<file path="src/rtl/core/tcr_pkg.sv">
// Package for the triad chord recognizer: pitch-class types, quality codes,
// triad templates and the small helper functions used by the front and back.
// No dependencies.
package tcr_pkg;

  localparam int PC_COUNT   = 12;
  localparam int FIFO_DEPTH = 2;

  typedef logic [6:0]          note_t;
  typedef logic [3:0]          pc_t;
  typedef logic [PC_COUNT-1:0] pc_mask_t;
  typedef logic [3:0]          pc_cnt_t;

  typedef enum logic [1:0] {
    QUAL_MAJOR = 2'd0,
    QUAL_MINOR = 2'd1,
    QUAL_DIM   = 2'd2,
    QUAL_AUG   = 2'd3
  } quality_t;

  // Root-position templates: bit k set for each interval k above the root.
  localparam pc_mask_t TPL_MAJOR = 12'h091;  // 0, 4, 7
  localparam pc_mask_t TPL_MINOR = 12'h089;  // 0, 3, 7
  localparam pc_mask_t TPL_DIM   = 12'h049;  // 0, 3, 6
  localparam pc_mask_t TPL_AUG   = 12'h111;  // 0, 4, 8

  // Finished chord mask handed from the front to the queue.
  typedef struct packed {
    logic     valid;
    pc_mask_t mask;
  } chord_push_t;

  // Queue status seen by both sides.
  typedef struct packed {
    logic full;
    logic empty;
  } fifo_stat_t;

  // note mod 12 through a reciprocal multiply: floor(note * 171 / 2048)
  // equals floor(note / 12) for every 7-bit note.
  function automatic pc_t pc_of(input note_t note);
    logic [14:0] prod;
    logic [3:0]  quo;
    logic [6:0]  rem;
    prod = 15'(note) * 15'd171;
    quo  = prod[14:11];
    rem  = note - 7'(quo * 4'd12);
    return rem[3:0];
  endfunction

  // Template of a given quality rotated up to a given root.
  function automatic pc_mask_t triad_mask(input int root, input quality_t qual);
    pc_mask_t           base;
    logic [2*PC_COUNT-1:0] wide;
    unique case (qual)
      QUAL_MAJOR: base = TPL_MAJOR;
      QUAL_MINOR: base = TPL_MINOR;
      QUAL_DIM:   base = TPL_DIM;
      QUAL_AUG:   base = TPL_AUG;
      default:    base = TPL_MAJOR;
    endcase
    wide = {{PC_COUNT{1'b0}}, base} << root;
    return wide[PC_COUNT-1:0] | wide[2*PC_COUNT-1:PC_COUNT];
  endfunction

  // Number of set bits in a 4-bit group.
  function automatic logic [2:0] nib_count(input logic [3:0] nib);
    return 3'(nib[0]) + 3'(nib[1]) + 3'(nib[2]) + 3'(nib[3]);
  endfunction

  // Number of pitch classes held in a mask.
  function automatic pc_cnt_t pc_count(input pc_mask_t m);
    return 4'(nib_count(m[3:0])) + 4'(nib_count(m[7:4])) + 4'(nib_count(m[11:8]));
  endfunction

endpackage

</file>
<file path="src/rtl/core/tcr_fifo.sv">
// Two-entry queue of finished chord masks between front and back.
// Uses tcr_pkg.
module tcr_fifo
  import tcr_pkg::*;
(
  input  logic        clk,
  input  logic        rst_n,
  input  chord_push_t push_i,
  input  logic        pop_i,
  output pc_mask_t    head_o,
  output fifo_stat_t  stat_o
);

  pc_mask_t   mem_r [FIFO_DEPTH];
  logic       wr_ptr_r, wr_ptr_nxt;
  logic       rd_ptr_r, rd_ptr_nxt;
  logic [1:0] cnt_r, cnt_nxt;
  logic       push_en, pop_en;

  assign stat_o.full  = (cnt_r == 2'(FIFO_DEPTH));
  assign stat_o.empty = (cnt_r == 2'd0);
  assign push_en      = push_i.valid && !stat_o.full;
  assign pop_en       = pop_i && !stat_o.empty;
  assign head_o       = mem_r[rd_ptr_r];

  always_comb begin
    wr_ptr_nxt = push_en ? !wr_ptr_r : wr_ptr_r;
    rd_ptr_nxt = pop_en ? !rd_ptr_r : rd_ptr_r;
    cnt_nxt    = cnt_r + 2'(push_en) - 2'(pop_en);
  end

  always_ff @(posedge clk) begin
    if (push_en) begin
      mem_r[wr_ptr_r] <= push_i.mask;
    end
  end

  always_ff @(posedge clk) begin
    if (!rst_n) begin
      wr_ptr_r <= 1'b0;
      rd_ptr_r <= 1'b0;
      cnt_r    <= '0;
    end else begin
      wr_ptr_r <= wr_ptr_nxt;
      rd_ptr_r <= rd_ptr_nxt;
      cnt_r    <= cnt_nxt;
    end
  end

  // The front must never offer a chord into a full queue.
  a_no_push_full: assert property (@(posedge clk) disable iff (!rst_n)
    stat_o.full |-> !push_i.valid)
    else $error("chord pushed into full queue");

  // A lone push grows the fill count by one.
  a_cnt_grow: assert property (@(posedge clk) disable iff (!rst_n)
    (push_en && !pop_en) |=> (cnt_r == $past(cnt_r) + 2'd1))
    else $error("queue count did not advance on push");

endmodule

</file>
<file path="config.mk">
export PLATFORM = sky130hd
export DESIGN_NAME = tcr_fifo
export DESIGN_NICKNAME = d
export VERILOG_FILES = /design/src/rtl/core/tcr_pkg.sv /design/src/rtl/core/tcr_fifo.sv
export SDC_FILE = /design/constraint.sdc
export NUM_CORES = 1
export LEC_CHECK = 0
export BUFFER_PORTS_ARGS = -buffer_cell sky130_fd_sc_hd__buf_2
export CORE_MARGIN = 2
export CORE_UTILIZATION = 53
export DETAILED_ROUTE_END_ITERATION = 8
export PLACE_DENSITY = 0.81
export SLEW_MARGIN = 20
export SYNTH_ARGS = -nofsm -noshare
export SYNTH_HDL_FRONTEND = slang
export SYNTH_SLANG_ARGS = --single-unit
</file>
<file path="constraint.sdc">
create_clock -name clk -period 4.5 [get_ports clk]
set_clock_uncertainty 0.15 [all_clocks]
set_input_delay 0.45 -clock clk [delete_from_list [all_inputs] [get_ports clk]]
set_output_delay 0.45 -clock clk [all_outputs]
set_load 0.005 [all_outputs]
</file>
==> out/metrics.cfg, run 1 <==
[run]
maxCapViolations = 0

[clock_tree]
clk_pin_slew_ps = 90
numCtsBuffers = 5
htree_num_levels = 2
clock_path_buffers = 2
ctsRootBufferMaster = clkbuf_4
worstSkewPairLatency_ps = 310
clkSinkCount = 29
cts_tree = built
cts_hold_buf = 0
post_cts_resized = 0
cts_setup_buffers = 0

[placed_design]
gp_congestion = 0.6239
hpwlAfterDp_mm = 1.127
port_buffers = 29

[sta]
period_needed_ps = 2097
whs_ps = 167.3
max_slew.worst_pin.slew_ps = 1004
drv_slew = 0
rsz0062_at_grt = no
final_hold_viol_count = 0
tns_ps = 0
fin_crit_sh = 0.4661
slew_headroom = 0.3281
setup_viol = 0
timing.fmax_ghz = 0.4768

[power_and_ir_drop]
p_int_mw = 0.5269
comb_power_share = 0.257
p_clk_frac = 0.215
power_switching_share = 0.2730
power_frac_seq = 0.528
switchingPower_mw = 0.1979
p_leak_nw = 0.5474
power.density_mw_per_mm2 = 544.4
irDropWorstVdd_uv = 347.2

[critical_path]
cp_slowest_cell = dfxtp_1
crit_buf_inv = 1
path_delay_family = flip-flops
required_ps = 3900
criticalPathCategory = flip-flop to output port
cp_cell_sequence = mux2_2 > buf_2
cp.arrival_ps = 1500
cp_max_fo = 12
worstSetupStartpointType = flip-flop
slowest_delay_ps = 650
critPathCaptureType = output port
rrSetupSlack_ps = 2550

[logic_synthesis]
yosys_warnings = 0
yosys.area.top_type = edfxtp_1
synth_edf_count = 24
synth_top_flop_cell = edfxtp_1
synth_area_leaders = edfxtp_1 (65%), mux2_2 (12%), dfxtp_1 (9.1%), ha_1 (2.3%), nor2_1 (1.7%)
synth-seq-cells = 29
ys_types = 17
syn-instance-count = 64
mappedNetlistNets = 82
syn_area_per_cell_sq_um = 17.24
seq_area_frac_synth = 0.7438
synth_common_cells = edfxtp_1 (24), mux2_2 (12), dfxtp_1 (5), nor2_1 (5), inv_1 (3)
syn-cell-area_sq_mm = 0.001104
async_flop_share = 0
synth.most_common_cell = edfxtp_1
netlist.area_leader.share = 0.6531

[die]
die_area_sq_mm = 0.002463
row_count = 16
coreArea_sq_mm = 0.001962
floorplan.initialDensity = 0.5625
fp.dieW_um = 49.63
io_pins = 30
dieHeight_um = 49.63

[cells_and_area]
final_util = 0.6786
multi_input_area_sq_um = 260.3
area_delta_synth_final_pct = 20.64
num_antenna_cells = 0
seq_area_sq_um = 820.8
drive_gt1_frac = 0.5000
n_fill_cell = 160
finalNetCount = 117

[detailed_routing]
drtAntennaViolNets = 0
routed_via_density = 4.906
drt_iter0_drc = 11
drcViolationCount = 0
totalWireLength_mm = 1.663
post_drt_wl_per_cell_um = 13.09
first_pass_iters = 4
vias = 623

[outcome]
status = completed

[global_routing]
grt_util_all_layers = 0.1611
grt_pass1_wl_mm = 2.725
grt_pass1_vias = 613
overflow = 0
antenna_found_initial = 0
grt_max_degree = 13

[worst_hold_path]
hold_path_class = primary input to flip-flop

[logic make-up after synthesis]
group | count (synthesis) | synth area share
simple gates | 13 | 0.05783
compound gates | 1 | 0.007938
mux | 13 | 0.1315
buf+inv | 4 | 0.02041
flops | 29 | 0.7438
xor+xnor | 2 | 0.01588
fa+ha+maj | 2 | 0.02267
[worst paths after layout]
path	startpoint	to	depth (start not counted)
setup / recovery	flip-flop	head_o[9]	2
hold / removal	push_i[10]	mem_r[1][10]	1
setup reg to reg	cnt_r[0]	mem_r[0][2]	3
hold reg to reg	wr_ptr_r	wr_ptr_r	2
[power by group through the flow]
stage | registers (mW) | logic [mW] | clock network, mW
global route | 0.390 | 0.211 | 0.174
finish | 0.383 | 0.186 | 0.156
global placement | 0.387 | 0.181 | 0
floorplan | 0.372 | 0.136 | 0
detailed placement | 0.389 | 0.188 | 0
CTS | 0.384 | 0.190 | 0.160
[per-stage QoR]
step                cells  total power, mW  worst slack, ps  cell area [sq um]
global route          127           0.7744             2292               1331
finish                127           0.7248             2403               1331
global placement      119           0.5680             2626               1271
CTS                   127           0.7332             2376               1331
detailed placement    119           0.5765             2532               1271
floorplan              64           0.5075             2805               1104
[cell usage in the layout, fill, tap and decap left out]
cell / n
and2_1: 1
and2_2: 1
and3_1: 1
buf_2: 29
clkbuf_4: 5
clkbuf_8: 1
clkinv_1: 1
clkinv_2: 1
dfxtp_1: 5
edfxtp_1: 24
ha_1: 2
inv_1: 3
mux2_2: 12
mux2i_1: 1
nand2_1: 2
nand2b_1: 2
nor2_1: 5
nor3_1: 1
o21a_2: 1
xnor2_1: 1
xor2_1: 1
[sequential cells by signal, summed over array words and instances, names as in the netlist, named ones only]
register / flops
cnt_r: 2
mem_r: 24
wr_ptr_r: 1
rd_ptr_r: 1
[layer usage]
metal / share of wire / track usage
met1: 0.40 / 0.1532
met2: 0.54 / 0.2933
met3: 0.060 / 0.09091
met4: 0 / 0.04167
met5: 0 / 0
[cell type report]
class	instances	area share
timing repair buffer	29	0.1090
inverter	3	0.008459
tap	27	0.02538
sequential	29	0.6165
clock buffer	6	0.03853
multi-input combinational	31	0.1955
clock inverter	2	0.006579
No activity file was read; power rests on OpenSTA's default activity.
==> run 2, diff against run 1 <==
--- a/config.mk
+++ b/config.mk
@@ -5,11 +5,12 @@
 export SDC_FILE = /design/constraint.sdc
 export NUM_CORES = 1
 export LEC_CHECK = 0
+export ABC_AREA = 1
 export BUFFER_PORTS_ARGS = -buffer_cell sky130_fd_sc_hd__buf_2
 export CORE_MARGIN = 2
-export CORE_UTILIZATION = 53
+export CORE_UTILIZATION = 50
 export DETAILED_ROUTE_END_ITERATION = 8
-export PLACE_DENSITY = 0.81
+export PLACE_DENSITY = 0.76
 export SLEW_MARGIN = 20
 export SYNTH_ARGS = -nofsm -noshare
 export SYNTH_HDL_FRONTEND = slang
==> constraint.sdc (replaced) <==
create_clock -name clk -period 2.05 [get_ports clk]
set_clock_uncertainty 0.15 [all_clocks]
set_input_delay 0.205 -clock clk [delete_from_list [all_inputs] [get_ports clk]]
set_output_delay 0.205 -clock clk [all_outputs]
set_load 0.005 [all_outputs]
==> run 2 against run 1 <==
  * Total power rose by 130%
  * Register-to-register slack lost 2200 ps
  * Critical path type unchanged
  * First-iteration DRC count is 36% lower
  * Largest power group unchanged
  * Highest routed layer is now met4
==> out/metrics.cfg, run 2 <==
[logic_synthesis]
netlist.area_leader.share = 0.6254  ; was 0.6531
synth_top_flop_cell = edfxtp_1  ; unchanged
seq_area_frac_synth = 0.7123  ; was 0.7438
synth_common_cells = edfxtp_1 (24), mux2_4 (10), inv_1 (9), nand2_1 (9), nor2_1 (8)  ; was edfxtp_1 (24), mux2_2 (12), dfxtp_1 (5), nor2_1 (5), inv_1 (3)
synth_edf_count = 24  ; unchanged
yosys_warnings = 0  ; unchanged
mappedNetlistNets = 93  ; was 82
yosys.area.top_type = edfxtp_1  ; unchanged
syn-instance-count = 75  ; was 64
ys_types = 11  ; was 17
synth_area_leaders = edfxtp_1 (63%), mux2_4 (13%), dfxtp_1 (8.7%), inv_1 (2.9%), nand2_1 (2.9%)  ; was edfxtp_1 (65%), mux2_2 (12%), dfxtp_1 (9.1%), ha_1 (2.3%), nor2_1 (1.7%)
synth-seq-cells = 29  ; unchanged
async_flop_share = 0  ; unchanged
synth.most_common_cell = edfxtp_1  ; unchanged
syn_area_per_cell_sq_um = 15.36  ; was 17.24 sq um
syn-cell-area_sq_mm = 0.001152  ; was 0.001104 sq mm

[power_and_ir_drop]
p_clk_frac = 0.227  ; was 0.215
switchingPower_mw = 0.4570  ; was 0.1979 mW
power_frac_seq = 0.479  ; was 0.528
comb_power_share = 0.294  ; was 0.257
p_total_mw = 1.677  ; was 0.7248 mW
power_switching_share = 0.2725  ; was 0.2730
p_leak_nw = 0.6751  ; was 0.5474 nW
irDropWorstVdd_uv = 751.9  ; was 347.2 uV
p_int_mw = 1.220  ; was 0.5269 mW
power.density_mw_per_mm2 = 1091  ; was 544.4 mW/mm^2

[cells_and_area]
num_antenna_cells = 0  ; unchanged
finalNetCount = 143  ; was 117
layout_common_cells = buf_2 (29), edfxtp_1 (24), dlygate4sd3_1 (13), mux2_4 (10)  ; was buf_2 (29), edfxtp_1 (24), mux2_2 (12)
layout.cells.non_filler = 154  ; was 127
area_delta_synth_final_pct = 33.33  ; was 20.64%
drive_gt1_frac = 0.4048  ; was 0.5000
mostFrequentLayoutCell = buf_2  ; unchanged
multi_input_area_sq_um = 286.5  ; was 260.3 sq um
n_fill_cell = 148  ; was 160
largest_reg_flops = 24  ; unchanged
top_regs = mem_r: 24 flops, cnt_r: 2 flops  ; unchanged
seq_area_sq_um = 820.8  ; unchanged
largest-register = mem_r  ; unchanged

[critical_path]
r2r-end = cnt_r[1]  ; was mem_r[0][2]
critPathCaptureType = output port  ; unchanged
path_delay_family = flip-flops  ; unchanged
rrSetupSlack_ps = 360  ; was 2550 ps
r2r_cells = 10  ; was 3
crit_buf_inv = 2  ; was 1
cp_num_cells = 3  ; was 2
cp_cell_sequence = buf_4 > mux2_4 > buf_2  ; was mux2_2 > buf_2
endpoint = head_o[5]  ; was head_o[9]
cp.arrival_ps = 1470  ; was 1500 ps
required_ps = 1690  ; was 3900 ps
r2r-start = cnt_r[0]  ; unchanged
worstSetupStartpointType = flip-flop  ; unchanged
criticalPathCategory = flip-flop to output port  ; unchanged
cp_slowest_cell = dfxtp_1  ; unchanged
slowest_delay_ps = 460  ; was 650 ps
cp_max_fo = 8  ; was 12

[global_routing]
grt_max_degree = 13  ; unchanged
antenna_found_initial = 0  ; unchanged
overflow = 0  ; unchanged
grt_pass1_vias = 718  ; was 613
grt_util_all_layers = 0.1673  ; was 0.1611
grt_pass1_wl_mm = 2.946  ; was 2.725 mm

[sta]
max_slew.worst_pin.slew_ps = 453.8  ; was 1004 ps
drv_slew = 0  ; unchanged
timing.fmax_ghz = 0.5474
period_needed_ps = 1827
rsz0062_at_grt = no  ; unchanged
slew_headroom = 0.6971  ; was 0.3281
fin_crit_sh = 0.8912
final_hold_viol_count = 0  ; unchanged
setup_viol = 0  ; unchanged
tns_ps = 0  ; unchanged

[detailed_routing]
totalWireLength_mm = 1.798  ; was 1.663 mm
post_drt_wl_per_cell_um = 11.68  ; was 13.09 um
routed_via_density = 4.617  ; was 4.906
drtAntennaViolNets = 0  ; unchanged
drcViolationCount = 0  ; unchanged
first_pass_iters = 4  ; unchanged
drt_iter0_drc = 7  ; was 11
vias = 711  ; was 623

[clock_tree]
worstSkewPairLatency_ps = 320  ; was 310 ps
htree_num_levels = 2  ; unchanged
clock_path_buffers = 2  ; unchanged
numCtsBuffers = 5  ; unchanged
cts_hold_buf = 13  ; was 0
ctsRootBufferMaster = clkbuf_4  ; unchanged
cts_tree = built  ; unchanged
clkSinkCount = 29  ; unchanged
post_cts_resized = 0  ; unchanged
cts_setup_buffers = 0  ; unchanged
clk_pin_slew_ps = 90  ; about the same

[worst_hold_path]
hold_path_class = primary input to flip-flop  ; unchanged

[outcome]
status = completed  ; unchanged

[placed_design]
hpwlAfterDp_mm = 1.251  ; was 1.127 mm
gp_congestion = 0.6969  ; was 0.6239
port_buffers = 29  ; unchanged
post-place-cells = 133  ; was 119

[die]
coreArea_sq_mm = 0.002191  ; was 0.001962 sq mm
fp.dieW_um = 52.01  ; was 49.63 um
row_count = 17  ; was 16
dieHeight_um = 52.01  ; was 49.63 um
floorplan.initialDensity = 0.5260  ; was 0.5625
io_pins = 30  ; unchanged
die_area_sq_mm = 0.002705  ; was 0.002463 sq mm

[run]
maxCapViolations = 0  ; unchanged

## run 2: how the worst min path moves through the flow
| stage | to | cells past startpoint | startpoint |
|---|---|---|---|
| finish | wr_ptr_r | 3 | push_i[12] |
| global route | rd_ptr_r | 4 | pop_i |
| CTS | wr_ptr_r | 3 | push_i[12] |
| detailed placement | mem_r[0][4] | 1 | push_i[4] |
| global placement | mem_r[1][9] | 1 | push_i[9] |
| floorplan | cnt_r[0] | 2 | rst_n |
## run 2: stage by stage
| stage | area [sq um] | hold slack [ps] | utilization | setup WS (ps) |
|---|---|---|---|---|
| 2_1_floorplan | 1152 | 148.5 | - | 431.5 |
| 3_3_place_gp | 1336 | 242.8 | 0.6099 | 464.9 |
| 3_5_place_dp | 1336 | 246.3 | 0.6099 | 362.3 |
| 4_1_cts | 1536 | 18.17 | 0.7013 | 172.9 |
| 5_1_grt | 1536 | 25.15 | 0.7013 | 115.9 |
| 6_report | 1536 | 27.53 | 0.7013 | 223.0 |
## run 2: area by class of cell
type | instances | share of cell area
repair buffers | 44 | 0.1889
well taps | 28 | 0.02280
flip-flops and latches | 29 | 0.5342
multi-input cells | 36 | 0.1865
inverters | 9 | 0.02199
clock inverters | 1 | 0.003257
clock buffers | 7 | 0.04235
## run 2: cell families (layout without fill, tap and decap cells)
group                      count (synthesis)  count (layout)  share of synthesized area
DFF                                       29              29                     0.7123
and+or+nand+nor                           20              20                    0.06840
muxes                                     12              12                     0.1498
buffers and inverters                     10              61                    0.03909
adders and majority gates                  2               2                    0.02171
AOI/OAI and AO/OA                          2               2                   0.008687
## run 2: power groups by stage
stage / Combinational (mW) / Sequential (mW) / Clock (mW)
global route: 0.563 / 0.815 / 0.431
finish: 0.493 / 0.803 / 0.381
global placement: 0.464 / 0.809 / 0
CTS: 0.504 / 0.805 / 0.396
detailed placement: 0.484 / 0.819 / 0
floorplan: 0.332 / 0.799 / 0
## run 2: worst min-delay path: cells and delay by family
kind	cells	cell delay [ps]
buffers and inverters	1	100
AO/OA/AOI/OAI	1	60
AND/OR/NAND/NOR	1	90
## run 2: per-layer routing
layer  up-vias  share of wire  global-route usage
met3         4          0.056             0.07759
met4         0          0.022              0.1184
met1       321           0.37              0.1570
met2        24           0.55              0.2827
met5         -              0                   0
li1        362              -                   -
